==> config.mk <==
export PLATFORM = sky130hd
export DESIGN_NAME = t1_block_receive_checker_core
export DESIGN_NICKNAME = d
export VERILOG_FILES = /design/src/rtl/t1brc_pkg.sv /design/src/rtl/t1brc_parser.sv /design/src/rtl/t1brc_out_reg.sv /design/src/rtl/t1_block_receive_checker_core.sv
export SDC_FILE = /design/constraint.sdc
export NUM_CORES = 1
export LEC_CHECK = 0
export BUFFER_PORTS_ARGS = -buffer_cell sky130_fd_sc_hd__buf_2
export CAP_MARGIN = 10
export CORE_MARGIN = 5
export CORE_UTILIZATION = 40
export DETAILED_ROUTE_END_ITERATION = 12
export HOLD_SLACK_MARGIN = 0.03
export SYNTH_ARGS = -nofsm -noshare
export SYNTH_HDL_FRONTEND = slang
export SYNTH_HIERARCHICAL = 1
export SYNTH_SLANG_ARGS = --single-unit
==> constraint.sdc <==
create_clock -name clock -period 7 [get_ports clock]
set_input_delay 1.4 -clock clock [delete_from_list [all_inputs] [get_ports clock]]
set_output_delay 1.4 -clock clock [all_outputs]
set_load 0.05 [all_outputs]
==> src/rtl/t1brc_pkg.sv <==
// Shared types, codes and the CRC-16/X-25 byte update for the T=1 block receive checker.
package t1brc_pkg;

   localparam int unsigned INF_MAX = 254;

   localparam int unsigned CSR_INDEX_W = 1;

   localparam logic [CSR_INDEX_W-1:0] CSR_EXPECTED_NAD = 1'd0;
   localparam logic [CSR_INDEX_W-1:0] CSR_MAX_INF_LEN  = 1'd1;

   localparam logic [7:0] NAD_RESET         = 8'hA5;
   localparam logic [7:0] MAX_INF_LEN_RESET = 8'(INF_MAX);

   localparam logic [15:0] CRC_INIT = 16'hFFFF;
   localparam logic [15:0] CRC_XOUT = 16'hFFFF;
   localparam logic [15:0] CRC_POLY = 16'h8408;

   localparam logic [1:0] STATUS_OK      = 2'd0;
   localparam logic [1:0] STATUS_LEN_BAD = 2'd1;
   localparam logic [1:0] STATUS_CRC_BAD = 2'd2;
   localparam logic [1:0] STATUS_S_UNSUP = 2'd3;

   localparam logic [1:0] KIND_I     = 2'd0;
   localparam logic [1:0] KIND_R     = 2'd1;
   localparam logic [1:0] KIND_S_REQ = 2'd2;
   localparam logic [1:0] KIND_S_RSP = 2'd3;

   localparam logic [4:0] S_TYPE_WTX = 5'h03;

   typedef struct packed {
      logic [7:0] rx_byte;
      logic       block_start;
   } req_type;

   typedef struct packed {
      logic [7:0] inf_byte;
      logic       inf_valid;
      logic       block_done;
      logic [1:0] status;
      logic       nad_mismatch;
      logic [1:0] block_kind;
      logic       seq_bit;
      logic       more_data;
      logic [1:0] r_error;
      logic [4:0] s_type;
      logic       wtx_request;
      logic [7:0] inf_length;
   } rsp_type;

   // Bytewise reflected CRC update, least significant bit first.
   function automatic logic [15:0] crc_byte(input logic [15:0] crc, input logic [7:0] b);
      logic [15:0] c;
      c = crc ^ {8'h00, b};
      for (int k = 0; k < 8; k++) begin
         c = c[0] ? ((c >> 1) ^ CRC_POLY) : (c >> 1);
      end
      return c;
   endfunction

endpackage

==> src/rtl/t1brc_parser.sv <==
// Block framing state, CRC accumulation and PCB decode for one received byte per cycle while accept is high.
module t1brc_parser
   import t1brc_pkg::*;
(
   input  logic       clock,
   input  logic       reset,
   input  logic       accept,
   input  req_type    req,
   input  logic [7:0] expected_nad,
   input  logic [7:0] max_inf_len,
   output rsp_type    result
);

   logic [8:0]  pos_ff, pos_in;
   logic [15:0] crc_ff, crc_in;
   logic [7:0]  pcb_ff, pcb_in;
   logic [7:0]  len_ff, len_in;
   logic [7:0]  crc_lo_ff, crc_lo_in;
   logic        nad_bad_ff, nad_bad_in;

   logic [7:0]  limit;
   logic [8:0]  crc_pos;
   logic [15:0] crc_final;
   logic [15:0] crc_next;
   logic [7:0]  b;

   function automatic rsp_type report(input logic [7:0] pcb, input logic [7:0] len,
                                      input logic nad_bad, input logic [1:0] status);
      rsp_type r;
      logic [1:0] kind;
      r = '0;
      if (!pcb[7]) begin
         kind = KIND_I;
      end else if (!pcb[6]) begin
         kind = KIND_R;
      end else if (!pcb[5]) begin
         kind = KIND_S_REQ;
      end else begin
         kind = KIND_S_RSP;
      end
      r.block_done   = 1'b1;
      r.status       = status;
      r.nad_mismatch = nad_bad;
      r.block_kind   = kind;
      r.seq_bit      = (kind == KIND_I) ? pcb[6] : ((kind == KIND_R) ? pcb[4] : 1'b0);
      r.more_data    = (kind == KIND_I) ? pcb[5] : 1'b0;
      r.r_error      = (kind == KIND_R) ? pcb[1:0] : 2'b00;
      r.s_type       = (kind == KIND_S_REQ || kind == KIND_S_RSP) ? pcb[4:0] : 5'h00;
      r.wtx_request  = (kind == KIND_S_REQ) && (pcb[4:0] == S_TYPE_WTX);
      r.inf_length   = len;
      return r;
   endfunction

   assign b         = req.rx_byte;
   assign limit     = (max_inf_len < 8'(INF_MAX)) ? max_inf_len : 8'(INF_MAX);
   assign crc_pos   = {1'b0, len_ff} + 9'd3;
   assign crc_final = crc_ff ^ CRC_XOUT;
   assign crc_next  = crc_byte(crc_ff, b);

   always_comb begin
      pos_in     = pos_ff;
      crc_in     = crc_ff;
      pcb_in     = pcb_ff;
      len_in     = len_ff;
      crc_lo_in  = crc_lo_ff;
      nad_bad_in = nad_bad_ff;
      result     = '0;
      if (accept) begin
         if (req.block_start) begin
            // A start byte always opens a new block, dropping any unfinished one.
            crc_in     = crc_byte(CRC_INIT, b);
            nad_bad_in = (b != expected_nad);
            pcb_in     = '0;
            len_in     = '0;
            crc_lo_in  = '0;
            pos_in     = 9'd1;
         end else if (pos_ff == 9'd0) begin
            pos_in = 9'd0;
         end else if (pos_ff == 9'd1) begin
            pcb_in = b;
            crc_in = crc_next;
            pos_in = 9'd2;
         end else if (pos_ff == 9'd2) begin
            len_in = b;
            if (b > limit) begin
               result = report(pcb_ff, b, nad_bad_ff, STATUS_LEN_BAD);
               pos_in = 9'd0;
            end else begin
               crc_in = crc_next;
               pos_in = 9'd3;
            end
         end else if (pos_ff < crc_pos) begin
            crc_in           = crc_next;
            result.inf_byte  = b;
            result.inf_valid = 1'b1;
            pos_in           = pos_ff + 9'd1;
         end else if (pos_ff == crc_pos) begin
            crc_lo_in = b;
            pos_in    = pos_ff + 9'd1;
         end else begin
            // A CRC error outranks an unsupported S request.
            if (crc_lo_ff != crc_final[7:0] || b != crc_final[15:8]) begin
               result = report(pcb_ff, len_ff, nad_bad_ff, STATUS_CRC_BAD);
            end else if (pcb_ff[7:5] == 3'b110 && pcb_ff[4:0] != S_TYPE_WTX) begin
               result = report(pcb_ff, len_ff, nad_bad_ff, STATUS_S_UNSUP);
            end else begin
               result = report(pcb_ff, len_ff, nad_bad_ff, STATUS_OK);
            end
            pos_in = 9'd0;
         end
      end
   end

   always_ff @(posedge clock) begin
      if (reset) begin
         pos_ff     <= '0;
         crc_ff     <= CRC_INIT;
         pcb_ff     <= '0;
         len_ff     <= '0;
         crc_lo_ff  <= '0;
         nad_bad_ff <= 1'b0;
      end else begin
         pos_ff     <= pos_in;
         crc_ff     <= crc_in;
         pcb_ff     <= pcb_in;
         len_ff     <= len_in;
         crc_lo_ff  <= crc_lo_in;
         nad_bad_ff <= nad_bad_in;
      end
   end

`ifndef SYNTH
   a_pos_bounded: assert property (@(posedge clock) disable iff (reset)
      pos_ff <= crc_pos + 9'd1)
      else $error("byte position ran past the second CRC byte");

   a_done_to_idle: assert property (@(posedge clock) disable iff (reset)
      (accept && result.block_done) |=> (pos_ff == 9'd0))
      else $error("block not closed after its report");

   a_inf_in_body: assert property (@(posedge clock) disable iff (reset)
      result.inf_valid |-> (accept && !req.block_start && pos_ff >= 9'd3 && pos_ff < crc_pos))
      else $error("information byte flagged outside the information field");
`endif

endmodule

==> src/rtl/t1brc_out_reg.sv <==
// Result register that holds one finished result until the receiver takes it.
module t1brc_out_reg
   import t1brc_pkg::*;
(
   input  logic    clock,
   input  logic    reset,
   input  logic    load,
   input  rsp_type result,
   input  logic    rsp_stall,
   output logic    rsp_valid,
   output rsp_type rsp_data
);

   logic    valid_ff, valid_in;
   rsp_type data_ff, data_in;

   always_comb begin
      valid_in = valid_ff;
      data_in  = data_ff;
      if (load) begin
         valid_in = 1'b1;
         data_in  = result;
      end else if (!rsp_stall) begin
         valid_in = 1'b0;
      end
   end

   always_ff @(posedge clock) begin
      if (reset) begin
         valid_ff <= 1'b0;
      end else begin
         valid_ff <= valid_in;
      end
      data_ff <= data_in;
   end

   assign rsp_valid = valid_ff;
   assign rsp_data  = data_ff;

endmodule

==> src/rtl/t1_block_receive_checker_core.sv <==
// Top level of the T=1 block receive checker: register port, byte parser and result register.
//
//   channel  direction  handshake           payload
//   req      in         req_valid/req_stall  req_data (rx_byte, block_start)
//   rsp      out        rsp_valid/rsp_stall  rsp_data (one result per received byte)
//   csr      in         csr_valid/csr_ready  csr_index, csr_wdata
//
// The result of each received byte appears in the cycle after the byte is accepted.
// The CRC update and PCB decode sit between the state registers and the result register.
// One byte per cycle is sustained while the receiver keeps rsp_stall low.
// A transfer is taken while a waiting result leaves in the same cycle.
// Reset is synchronous: the checker waits for a start byte and the registers take
// their default values, except the result data register, which is not reset.
module t1_block_receive_checker_core
   import t1brc_pkg::*;
(
   input  logic                   clock,
   input  logic                   reset,
   input  logic                   req_valid,
   output logic                   req_stall,
   input  req_type                req_data,
   output logic                   rsp_valid,
   input  logic                   rsp_stall,
   output rsp_type                rsp_data,
   input  logic                   csr_valid,
   output logic                   csr_ready,
   input  logic [CSR_INDEX_W-1:0] csr_index,
   input  logic [7:0]             csr_wdata
);

   logic [7:0] expected_nad_ff, expected_nad_in;
   logic [7:0] max_inf_len_ff, max_inf_len_in;
   logic       accept;
   rsp_type    result;

   assign csr_ready = 1'b1;
   assign req_stall = rsp_valid & rsp_stall;
   assign accept    = req_valid & ~req_stall;

   always_comb begin
      expected_nad_in = expected_nad_ff;
      max_inf_len_in  = max_inf_len_ff;
      if (csr_valid && csr_ready) begin
         case (csr_index)
            CSR_EXPECTED_NAD: expected_nad_in = csr_wdata;
            CSR_MAX_INF_LEN:  max_inf_len_in  = csr_wdata;
            default: begin
            end
         endcase
      end
   end

   always_ff @(posedge clock) begin
      if (reset) begin
         expected_nad_ff <= NAD_RESET;
         max_inf_len_ff  <= MAX_INF_LEN_RESET;
      end else begin
         expected_nad_ff <= expected_nad_in;
         max_inf_len_ff  <= max_inf_len_in;
      end
   end

   t1brc_parser u_parser (
      .clock        (clock),
      .reset        (reset),
      .accept       (accept),
      .req          (req_data),
      .expected_nad (expected_nad_ff),
      .max_inf_len  (max_inf_len_ff),
      .result       (result)
   );

   t1brc_out_reg u_out_reg (
      .clock     (clock),
      .reset     (reset),
      .load      (accept),
      .result    (result),
      .rsp_stall (rsp_stall),
      .rsp_valid (rsp_valid),
      .rsp_data  (rsp_data)
   );

endmodule
==> qor.txt, run 1 <==
CP Cell Sequence -> buf_2 -> ha_1 -> a21oi_1 -> o22ai_1 -> o41ai_1 -> nor3_1 -> buf_4 -> o32a_1 -> mux2i_1
Die ar. -> 16500 µm²
Clock Skews -> 0.00493 ns
Via density -> 5.38
Total core area -> 13800 µm²
CTS buffer count -> 9
Hold buffer count at CTS -> 0
Total Power -> 1390 µW
Tmin final -> 3.72 ns
Clk sinks -> 100
FF+latch area -> 2330 µm²
Nets -> 663
RSZ-0062 raised after global routing -> false
Cell area after synthesis -> 5610 µm²
Share of layout cells above drive strength 1 -> 0.154
# resized after CTS -> 0
Final wirelength -> 13100 µm
Initial drt markers -> 419
Remaining DRCs -> 0
Max IR drop VDD -> 0.0994 mV
FFs w/ async S/R, synth -> 0
Tcrit/Tclk final -> 0.531
Max Slew Vio Count -> 0
Critical path depth -> 9
Max Fclk -> 269 MHz
Slew HR -> 0.218
Port Buffers -> 57
Cells on Worst Hold Path -> 1
DR WL/cell -> 16.3 µm
Worst-path clk slew -> 0.07 ns
Crit Path Class -> input pin to flop
GRT Overall Usage -> 0.163
FF+latch count, synth -> 100
Syn Inst Count -> 585
CP delay by family, top -> compound AO/OA/AOI/OAI gates
Skew-Pair Late Insertion Delay -> 0.35 ns
Status -> finished, final reports clean
ANT nets after route -> 0
Fin. Hold Viols -> 0
Syn Nets -> 630
Reg2Reg Depth -> 12
Root Buffer -> clkbuf_16
Post-synth cell types -> 69
DR pass1 iterations -> 5
Filler cells -> 1353
First-pass GRT wire length -> 21600 µm
H-tree depth -> 3
Commonest cells after routing, fill and taps aside -> nor2_1 (90), dfxtp_1 (67), buf_2 (57)
CP bufs+invs -> 2
Vias -> 4321
Post-synth EDFFs -> 33
Predominant post-synthesis flop cell -> dfxtp_1
Final Setup Violations -> 0
Pwr/cell area -> 225 nW/µm²
CP max stage cell -> o32a_1
R2r setup slk -> 3.38 ns
Antenna diodes -> 0
Startpoint Class -> input pin
Initial Utilization -> 0.406
Min-delay worst type -> flop to flop
Synth-to-Final Area Change -> 10.1%
DPL Wire Length -> 9300 µm
Die height -> 128 µm
CP required -> 7.19 ns
CTS tree -> built
Register area share after synthesis -> 0.416
MaxCap Viol Count -> 0
Syn_area_per_cell -> 9.59 µm²
Largest net degree at the start of global routing -> 84
Antenna violations before repair -> 0
CP Max Fanout -> 16
# IOs -> 59
Die X-Extent -> 128 µm
Final TNS setup -> 0 ns
Most common cell after layout, fill and taps aside -> nor2_1
LEAKAGE -> 0.00245 µW
Delay of the slowest critical-path stage -> 0.69 ns
Rows -> 43
Setup Fix Bufs, Post-CTS -> 0
Multi-input logic area -> 2960 µm²
GRT overflow -> 0
Worst slew pin tran -> 1.16 ns
RePlAce Congestion -> 0.894
Setup crit end kind -> flop
Clk buf depth -> 2
Worst EP arrival -> 3.91 ns
Warnings from Yosys -> 6
Vias in the first global route -> 4242
## cells by family after synthesis
group                    count (synthesis)  share of synthesized area
AND/OR/NAND/NOR                        205                      0.189
AO/OA/AOI/OAI                          103                      0.131
flip-flops                             100                      0.416
XOR/XNOR                                68                      0.106
buffers and inverters                   58                     0.0589
multiplexers                            28                     0.0502
adder cells (fa/ha/maj)                 22                     0.0491
other                                    1                   0.000668
## metal layers
layer / up-vias / track usage / share of wire
li1: 2122 / - / -
met1: 2020 / 0.212 / 0.44
met2: 156 / 0.262 / 0.46
met3: 23 / 0.0457 / 0.082
met4: 0 / 0.0531 / 0.017
met5: - / 0 / 0
## worst register-to-register path: stages (launching register included)
cell and delay [ns]:
dfxtp_1 0.43, inv_1 0.09, ha_1 0.23, nor2_1 0.16
and3_1 0.21, xnor2_1 0.14, ha_1 0.27, a21o_1 0.16
a21o_1 0.16, a221o_2 0.49, and2_4 0.18, o32a_1 0.70
mux2i_1 0.25
## synth_stat cells (17+ instances only)
cell type,number,area share
nor2_1,90,0.060
dfxtp_1,67,0.24
xnor2_1,49,0.076
edfxtp_1,33,0.18
mux2i_1,27,0.048
ha_1,22,0.049
inv_1,20,0.013
xor2_1,19,0.030
clkbuf_1,18,0.012
nand2_1,17,0.011
## cell type report
cell class / count / area share
Tap cell: 180 / 0.0365
Sequential cell: 100 / 0.378
Clock buffer: 9 / 0.0365
Inverter: 20 / 0.0122
Timing Repair Buffer: 60 / 0.0498
Clock inverter: 7 / 0.00891
Multi-Input combinational cell: 427 / 0.479
## report_power, final
| group | switching [µW] | leakage (µW) | total (µW) | internal (µW) |
|---|---|---|---|---|
| clock network | 228 | 0.000133 | 474 | 246 |
| registers | 31.8 | 0.000882 | 662 | 630 |
| logic | 154 | 0.00144 | 257 | 103 |
| total | 414 | 0.00245 | 1390 | 979 |
## metrics by stage
step | std cells | hold slack [ns] | utilization | setup WS, ns | instance area, µm²
after floorplan | 585 | 0.435 | - | 1.85 | 5610
after global placement | 787 | 0.455 | 0.426 | 3.04 | 5900
after detailed placement | 787 | 0.463 | 0.426 | 2.93 | 5900
after CTS | 803 | 0.489 | 0.447 | 3.29 | 6180
after global routing | 803 | 0.504 | 0.447 | 3.06 | 6180
final | 803 | 0.482 | 0.447 | 3.28 | 6180
## final timing paths
check,start,end
setup / recovery,req_data[4],u_parser/crc_ff[5]$_SDFFE_PP1P_
hold / removal,max_inf_len_ff[6]$_SDFFE_PP1P_,max_inf_len_ff[6]$_SDFFE_PP1P_
setup reg to reg,u_parser/len_ff[0]$_SDFFE_PP0P_,u_parser/crc_ff[5]$_SDFFE_PP1P_
hold reg to reg,max_inf_len_ff[6]$_SDFFE_PP1P_,max_inf_len_ff[6]$_SDFFE_PP1P_
## registers in the layout (all words and copies together), names as in the netlist
name                 flops
expected_nad_ff          8
max_inf_len_ff           8
u_out_reg/rsp_data      33
u_out_reg/rsp_valid      1
u_parser/crc_ff         16
u_parser/crc_lo_ff       8
u_parser/len_ff          8
u_parser/nad_bad_ff      1
u_parser/pcb_ff          8
u_parser/pos_ff          9
Power figures use the tool's default switching activity.
==> inputs of run 2 (changes only) <==
==> constraint.sdc (replaced) <==
create_clock -name clock -period 3.46 [get_ports clock]
set_input_delay 0.692 -clock clock [delete_from_list [all_inputs] [get_ports clock]]
set_output_delay 0.692 -clock clock [all_outputs]
set_load 0.05 [all_outputs]
==> run 2 against run 1 <==
Effect of this change:
- global-route usage is 0.093 points higher
- combinational power is 110% higher
- register-to-register slack worse by 3.2 ns
- worst hold slack worse by 0.012 ns
- final area is 0.95% higher
- die area stayed put
- sequential power is 100% higher
- critical endpoint is now u_parser/crc_ff[15]$_SDFFE_PP1P_
- highest routed layer unchanged
==> qor.txt, run 2 (same netlist as run 1, synthesis figures left out) <==
M1 GR Usage -> 0.226 (+0.0143)
DR WL/cell -> 16.0 µm (-1.7%)
Via density -> 5.32 (-1.1%)
Final Worst Setup Slack -> 0.170 ns (-3.11 ns)
Max Slew Vio Count -> 0 (unchanged)
Synth-to-Final Area Change -> 11.1%
Worst slew pin tran -> 0.816 ns (-0.347 ns)
Max reg flops -> 33 (unchanged)
Setup Fix Bufs, Post-CTS -> 0 (unchanged)
Worst-path clk slew -> 0.07 ns (about the same)
Remaining DRCs -> 0 (unchanged)
Clock Skews -> 0.00762 ns (+0.00269 ns)
Status -> finished, final reports clean
Clk sinks -> 100 (unchanged)
Seq pwr share -> 0.468 (-0.007)
Clk network pwr share -> 0.348 (+0.008)
Antenna violations before repair -> 0 (unchanged)
RePlAce Congestion -> 0.878 (-1.9%)
Net Sw Frac -> 0.302 (+0.00534)
Vias in the first global route -> 4102 (-3.3%)
Tmin final -> 3.29 ns
First-pass GRT wire length -> 21400 µm (-0.77%)
Worst EP arrival -> 3.52 ns (-0.39 ns)
Tcrit/Tclk final -> 0.951
Pwr/cell area -> 458 nW/µm² (+100%)
CP delay by family, top -> compound AO/OA/AOI/OAI gates
# IOs -> 59 (unchanged)
Most common cell after layout, fill and taps aside -> nor2_1
CTS tree -> built
MaxCap Viol Count -> 0 (unchanged)
Fin. Hold Viols -> 0 (unchanged)
Total Power -> 2860 µW (+110%)
Setup crit end kind -> flop
H-tree depth -> 3 (unchanged)
Initial drt markers -> 389 (-7.2%)
Root Buffer -> clkbuf_16
Final Setup Violations -> 0 (unchanged)
Port Buffers -> 57 (unchanged)
Max IR drop VDD -> 0.237 mV (+140%)
Die ar. -> 16500 µm² (unchanged)
Post-Layout Cell Count -> 809 (+0.75%)
CP Cell Sequence -> inv_1 -> ha_1 -> nor2_1 -> and3_1 -> xnor2_1 -> ha_1 -> a21o_1 -> a21o_1 -> a221o_2 -> and2_4 -> o32a_1 -> buf_4 -> mux2i_1
Max Fclk -> 304 MHz
Rows -> 43 (unchanged)
CP Max Fanout -> 16 (unchanged)
NetSw -> 864 µW (+110%)
Placed Area -> 5940 µm² (+0.76%)
CTS buffer count -> 9 (unchanged)
LEAKAGE -> 0.00249 µW (+1.6%)
CP bufs+invs -> 2 (unchanged)
Crit Path Class -> flop to flop
Antenna diodes -> 0 (unchanged)
Die height -> 128 µm (unchanged)
Startpoint Class -> flop
Inst Count DP -> 793 (+0.76%)
GRT overflow -> 0 (unchanged)
Grt peak-use layer -> met2
Post-Layout Inst Area -> 6240 µm² (+0.95%)
DR pass1 iterations -> 5 (unchanged)
GRT Overall Usage -> 0.164 (+0.000931)
Skew-Pair Late Insertion Delay -> 0.35 ns (about the same)
Largest net degree at the start of global routing -> 61 (-27%)
Final wirelength -> 12900 µm (-0.95%)
Logic pwr share -> 0.185 (about the same)
Critical path depth -> 13 (+4)
CP required -> 3.69 ns (-3.50 ns)
Commonest cells after routing, fill and taps aside -> nor2_1 (90), dfxtp_1 (67), buf_2 (57)
Min-delay worst type -> flop to flop
Vias -> 4306 (-0.35%)
Initial Utilization -> 0.406 (unchanged)
Cells on Worst Hold Path -> 1 (unchanged)
Nets -> 669 (+0.90%)
Delay of the slowest critical-path stage -> 0.44 ns (-0.25 ns)
Reg2Reg Depth -> 13 (+1)
CP max stage cell -> a221o_2
Place WS -> 0.192 ns (-2.74 ns)
Slew HR -> 0.452 (+0.233)
Int Pwr -> 1990 µW (+100%)
DPL Wire Length -> 9160 µm (-1.4%)
Total core area -> 13800 µm² (unchanged)
# resized after CTS -> 0 (unchanged)
Die X-Extent -> 128 µm (unchanged)
GR Util met2 -> 0.251 (-0.0107)
Met3 GRT Util -> 0.0315 (-0.0141)
RSZ-0062 raised after global routing -> false
Final TNS setup -> 0 ns (unchanged)
ANT nets after route -> 0 (unchanged)
Clk buf depth -> 2 (unchanged)
Share of layout cells above drive strength 1 -> 0.161 (+0.00648)
## run 2: repair_timing
item	4_1_cts	5_1_grt
hold buffers	0	0
hold endpoints to repair	0	0
setup endpoints to repair	0	8
## run 2: final cells by class
type	instances	area, µm²
multi-input combinational	427	2960
inverter	20	75.1
clock inverter	7	68.8
timing repair buffer	66	353
fill	1322	7590
sequential	100	2330
tap	180	225
clock buffer	9	225
## run 2: path summary, 6_finish.rpt
| kind | start | endpoint | slack, ns |
|---|---|---|---|
| worst max register to register | u_parser/len_ff[0]$_SDFFE_PP0P_ | u_parser/crc_ff[15]$_SDFFE_PP1P_ | 0.17 |
| worst max-delay path | u_parser/len_ff[0]$_SDFFE_PP0P_ | u_parser/crc_ff[15]$_SDFFE_PP1P_ | 0.17 |
| worst min-delay path | max_inf_len_ff[6]$_SDFFE_PP1P_ | max_inf_len_ff[6]$_SDFFE_PP1P_ | 0.47 |
| worst min register to register | max_inf_len_ff[6]$_SDFFE_PP1P_ | max_inf_len_ff[6]$_SDFFE_PP1P_ | 0.47 |
## run 2: metal layers
metal / wire (µm) / vias to the layer above
li1: - / 2129
met1: 5890 / 2033
met2: 6000 / 121
met3: 756 / 23
met4: 299 / 0
met5: 0 / -
## run 2: per-stage QoR
step / hold WS, ns / util
4_1_cts: 0.476 / 0.451
6_report: 0.470 / 0.451
3_5_place_dp: 0.459 / 0.430
5_1_grt: 0.495 / 0.451
3_3_place_gp: 0.451 / 0.430
2_1_floorplan: 0.435 / -
## run 2: worst register-to-register path: stages (launching register included)
cell	delay, ns
dfxtp_1	0.39
inv_1	0.09
ha_1	0.22
nor2_1	0.17
and3_1	0.21
xnor2_1	0.14
ha_1	0.27
a21o_1	0.16
a21o_1	0.17
a221o_2	0.44
and2_4	0.18
o32a_1	0.34
buf_4	0.23
mux2i_1	0.16
## run 2: power groups by stage
stage | sequential (µW) | combinational [µW] | clock (µW)
2_1_floorplan | 1410 | 395 | 0
3_3_place_gp | 1360 | 516 | 0
3_5_place_dp | 1360 | 527 | 0
4_1_cts | 1340 | 531 | 1020
5_1_grt | 1350 | 582 | 1080
6_report | 1340 | 527 | 994
==> inputs of run 3 (changes only) <==
--- a/config.mk
+++ b/config.mk
@@ -7,10 +7,12 @@
 export LEC_CHECK = 0
 export BUFFER_PORTS_ARGS = -buffer_cell sky130_fd_sc_hd__buf_2
 export CAP_MARGIN = 10
+export CORE_ASPECT_RATIO = 1.25
 export CORE_MARGIN = 5
 export CORE_UTILIZATION = 40
 export DETAILED_ROUTE_END_ITERATION = 12
 export HOLD_SLACK_MARGIN = 0.03
+export SKIP_CTS_REPAIR_TIMING = 1
 export SYNTH_ARGS = -nofsm -noshare
 export SYNTH_HDL_FRONTEND = slang
 export SYNTH_HIERARCHICAL = 1
==> run 3 against run 2 <==
Effect of this change:
- worst setup slack got worse by 0.0070 ns
- worst hold slack better by 0.0090 ns
- core utilization rose by 0.46 points
- via count about the same
- combinational power grew 2%
- total power increased by 1.4%
- routed wire length is 1.2% higher
- non-clock buffer count rose by 6
- final area increased by 0.92%
- die area about the same
==> qor.txt, run 3 (same netlist as run 1, synthesis figures left out) <==
Status -> finished, final reports clean
Reg2reg start -> u_parser/len_ff[0]$_SDFFE_PP0P_
Startpoint Class -> flop
Commonest cells after routing, fill and taps aside -> nor2_1 (90), dfxtp_1 (67), buf_2 (57)
Post-Layout Cell Count -> 810 (+0.12%)
CP Cell Sequence -> inv_1 -> ha_1 -> nor2_1 -> and3_1 -> xnor2_1 -> ha_1 -> a21o_1 -> a21o_1 -> a221o_2 -> and2_4 -> o32a_1 -> buf_4 -> mux2i_1
Final Setup Violations -> 0 (unchanged)
Largest net degree at the start of global routing -> 46 (-25%)
Share of layout cells above drive strength 1 -> 0.172 (+0.0111)
Clock Skews -> 0.00912 ns (+0.00150 ns)
FF+latch area -> 2330 µm² (unchanged)
Port Buffers -> 57 (unchanged)
GRT overflow -> 0 (unchanged)
R2r setup slk -> 0.16 ns (about the same)
WHS -> 0.479 ns (+0.00895 ns)
Synth-to-Final Area Change -> 12.2%
Die ar. -> 16500 µm² (about the same)
Tmin final -> 3.30 ns (+0.00701 ns)
Clk buf depth -> 2 (unchanged)
Multi-input logic area -> 2960 µm² (+0.17%)
RSZ-0062 raised after global routing -> false
Slew HR -> 0.497 (+0.0456)
Place WS -> 0.175 ns (-0.0175 ns)
CP max stage cell -> a221o_2
Die height -> 142 µm (+11%)
Max Slew Vio Count -> 0 (unchanged)
H-tree depth -> 3 (unchanged)
Filler cells -> 1338 (+1.2%)
Reg2Reg Depth -> 13 (unchanged)
CTS buffer count -> 9 (unchanged)
CTS tree -> built
Setup crit end kind -> flop
Worst setup path start -> u_parser/len_ff[0]$_SDFFE_PP0P_
Via density -> 5.31 (-0.19%)
RePlAce Congestion -> 0.936 (+6.6%)
Rows -> 48 (+12%)
GR Util met2 -> 0.261 (+0.00999)
Delay of the slowest critical-path stage -> 0.48 ns (+0.04 ns)
GRT Overall Usage -> 0.163 (-0.000943)
Final Worst Setup Slack -> 0.163 ns (-0.00701 ns)
DR WL/cell -> 16.2 µm (+1.0%)
LEAKAGE -> 0.00253 µW (+1.6%)
# IOs -> 59 (unchanged)
DPL Wire Length -> 9400 µm (+2.6%)
Grt peak-use layer -> met2
Max reg flops -> 33 (unchanged)
Tcrit/Tclk final -> 0.953 (+0.00203)
Inst Count DP -> 794 (+0.13%)
DR pass1 iterations -> 5 (unchanged)
Most common cell after layout, fill and taps aside -> nor2_1
Antenna diodes -> 0 (unchanged)
M1 GR Usage -> 0.218 (-0.00809)
Clk sinks -> 100 (unchanged)
Total core area -> 13800 µm² (about the same)
Final wirelength -> 13100 µm (+1.2%)
Met3 GRT Util -> 0.0408 (+0.00929)
Worst slew pin tran -> 0.753 ns (-0.0636 ns)
CP Max Fanout -> 16 (unchanged)
Die X-Extent -> 116 µm (-9.7%)
Vias in the first global route -> 4207 (+2.6%)
Final TNS setup -> 0 ns (unchanged)
MaxCap Viol Count -> 0 (unchanged)
ANT nets after route -> 0 (unchanged)
Worst R2R End -> u_parser/crc_ff[12]$_SDFFE_PP1P_
Max IR drop VDD -> 0.211 mV (-11%)
Skew-Pair Late Insertion Delay -> 0.35 ns (about the same)
Pwr/cell area -> 461 nW/µm² (+0.52%)
Worst EP arrival -> 3.52 ns (about the same)
Worst-path clk slew -> 0.08 ns (about the same)
Max Fclk -> 303 MHz (-0.21%)
Remaining DRCs -> 0 (unchanged)
Root Buffer -> clkbuf_16
Initial drt markers -> 292 (-25%)
Setup crit end -> u_parser/crc_ff[12]$_SDFFE_PP1P_
Antenna violations before repair -> 0 (unchanged)
Crit Path Class -> flop to flop
CP required -> 3.69 ns (about the same)
Initial Utilization -> 0.406 (about the same)
Nets -> 675 (+0.90%)
Fin. Hold Viols -> 0 (unchanged)
Vias -> 4303 (-0.070%)
Min-delay worst type -> flop to flop
First-pass GRT wire length -> 21300 µm (-0.22%)
[run 3: area by class of cell]
| class | instances | share of cell area |
|---|---|---|
| flip-flops and latches | 100 | 0.371 |
| inverters | 20 | 0.0119 |
| clock inverters | 6 | 0.00915 |
| repair buffers | 72 | 0.0632 |
| multi-input cells | 427 | 0.471 |
| well taps | 175 | 0.0348 |
| clock buffers | 10 | 0.0398 |
[run 3: per-layer routing]
metal  wire length (µm)  vias to the layer above  part of all wire
li1                   -                     2144                 -
met1               6030                     2002              0.46
met2               6000                      134              0.46
met3                842                       23             0.064
met4                219                        0             0.017
met5                  0                        -                 0
[run 3: through the flow]
stage | util | total power, µW | area [µm²]
finish | 0.456 | 2900 | 6290
global route | 0.456 | 3040 | 6290
CTS | 0.455 | 2930 | 6290
detailed placement | 0.433 | 1900 | 5980
global placement | 0.433 | 1890 | 5980
floorplan | - | 1800 | 5620
[run 3: how the worst min path moves through the flow]
| stage | from | to | slack, ns | cells past startpoint |
|---|---|---|---|---|
| 6_report | max_inf_len_ff[1]$_SDFFE_PP1P_ | max_inf_len_ff[1]$_SDFFE_PP1P_ | 0.48 | 1 |
| 5_1_grt | max_inf_len_ff[1]$_SDFFE_PP1P_ | max_inf_len_ff[1]$_SDFFE_PP1P_ | 0.49 | 1 |
| 4_1_cts | expected_nad_ff[3]$_SDFFE_PP0P_ | expected_nad_ff[3]$_SDFFE_PP0P_ | 0.48 | 2 |
| 3_5_place_dp | max_inf_len_ff[1]$_SDFFE_PP1P_ | max_inf_len_ff[1]$_SDFFE_PP1P_ | 0.47 | 1 |
| 3_3_place_gp | max_inf_len_ff[6]$_SDFFE_PP1P_ | max_inf_len_ff[6]$_SDFFE_PP1P_ | 0.45 | 1 |
| 2_1_floorplan | max_inf_len_ff[1]$_SDFFE_PP1P_ | max_inf_len_ff[1]$_SDFFE_PP1P_ | 0.44 | 1 |
[run 3: worst max-delay path: cells and delay by family, from the launching register on]
| family | cells | cell delay, ns |
|---|---|---|
| buffers and inverters | 2 | 0.31 |
| AOI/OAI and AO/OA | 4 | 1.16 |
| and+or+nand+nor | 3 | 0.55 |
| xor gates and xnor gates | 1 | 0.13 |
| DFF | 1 | 0.38 |
| muxes | 1 | 0.15 |
| adders and majority gates | 2 | 0.50 |
[run 3: where the power goes]
part           internal (µW)  switching (µW)  total [µW]
combinational            218             318         536
sequential              1270            62.4        1340
clock                    551             476        1030
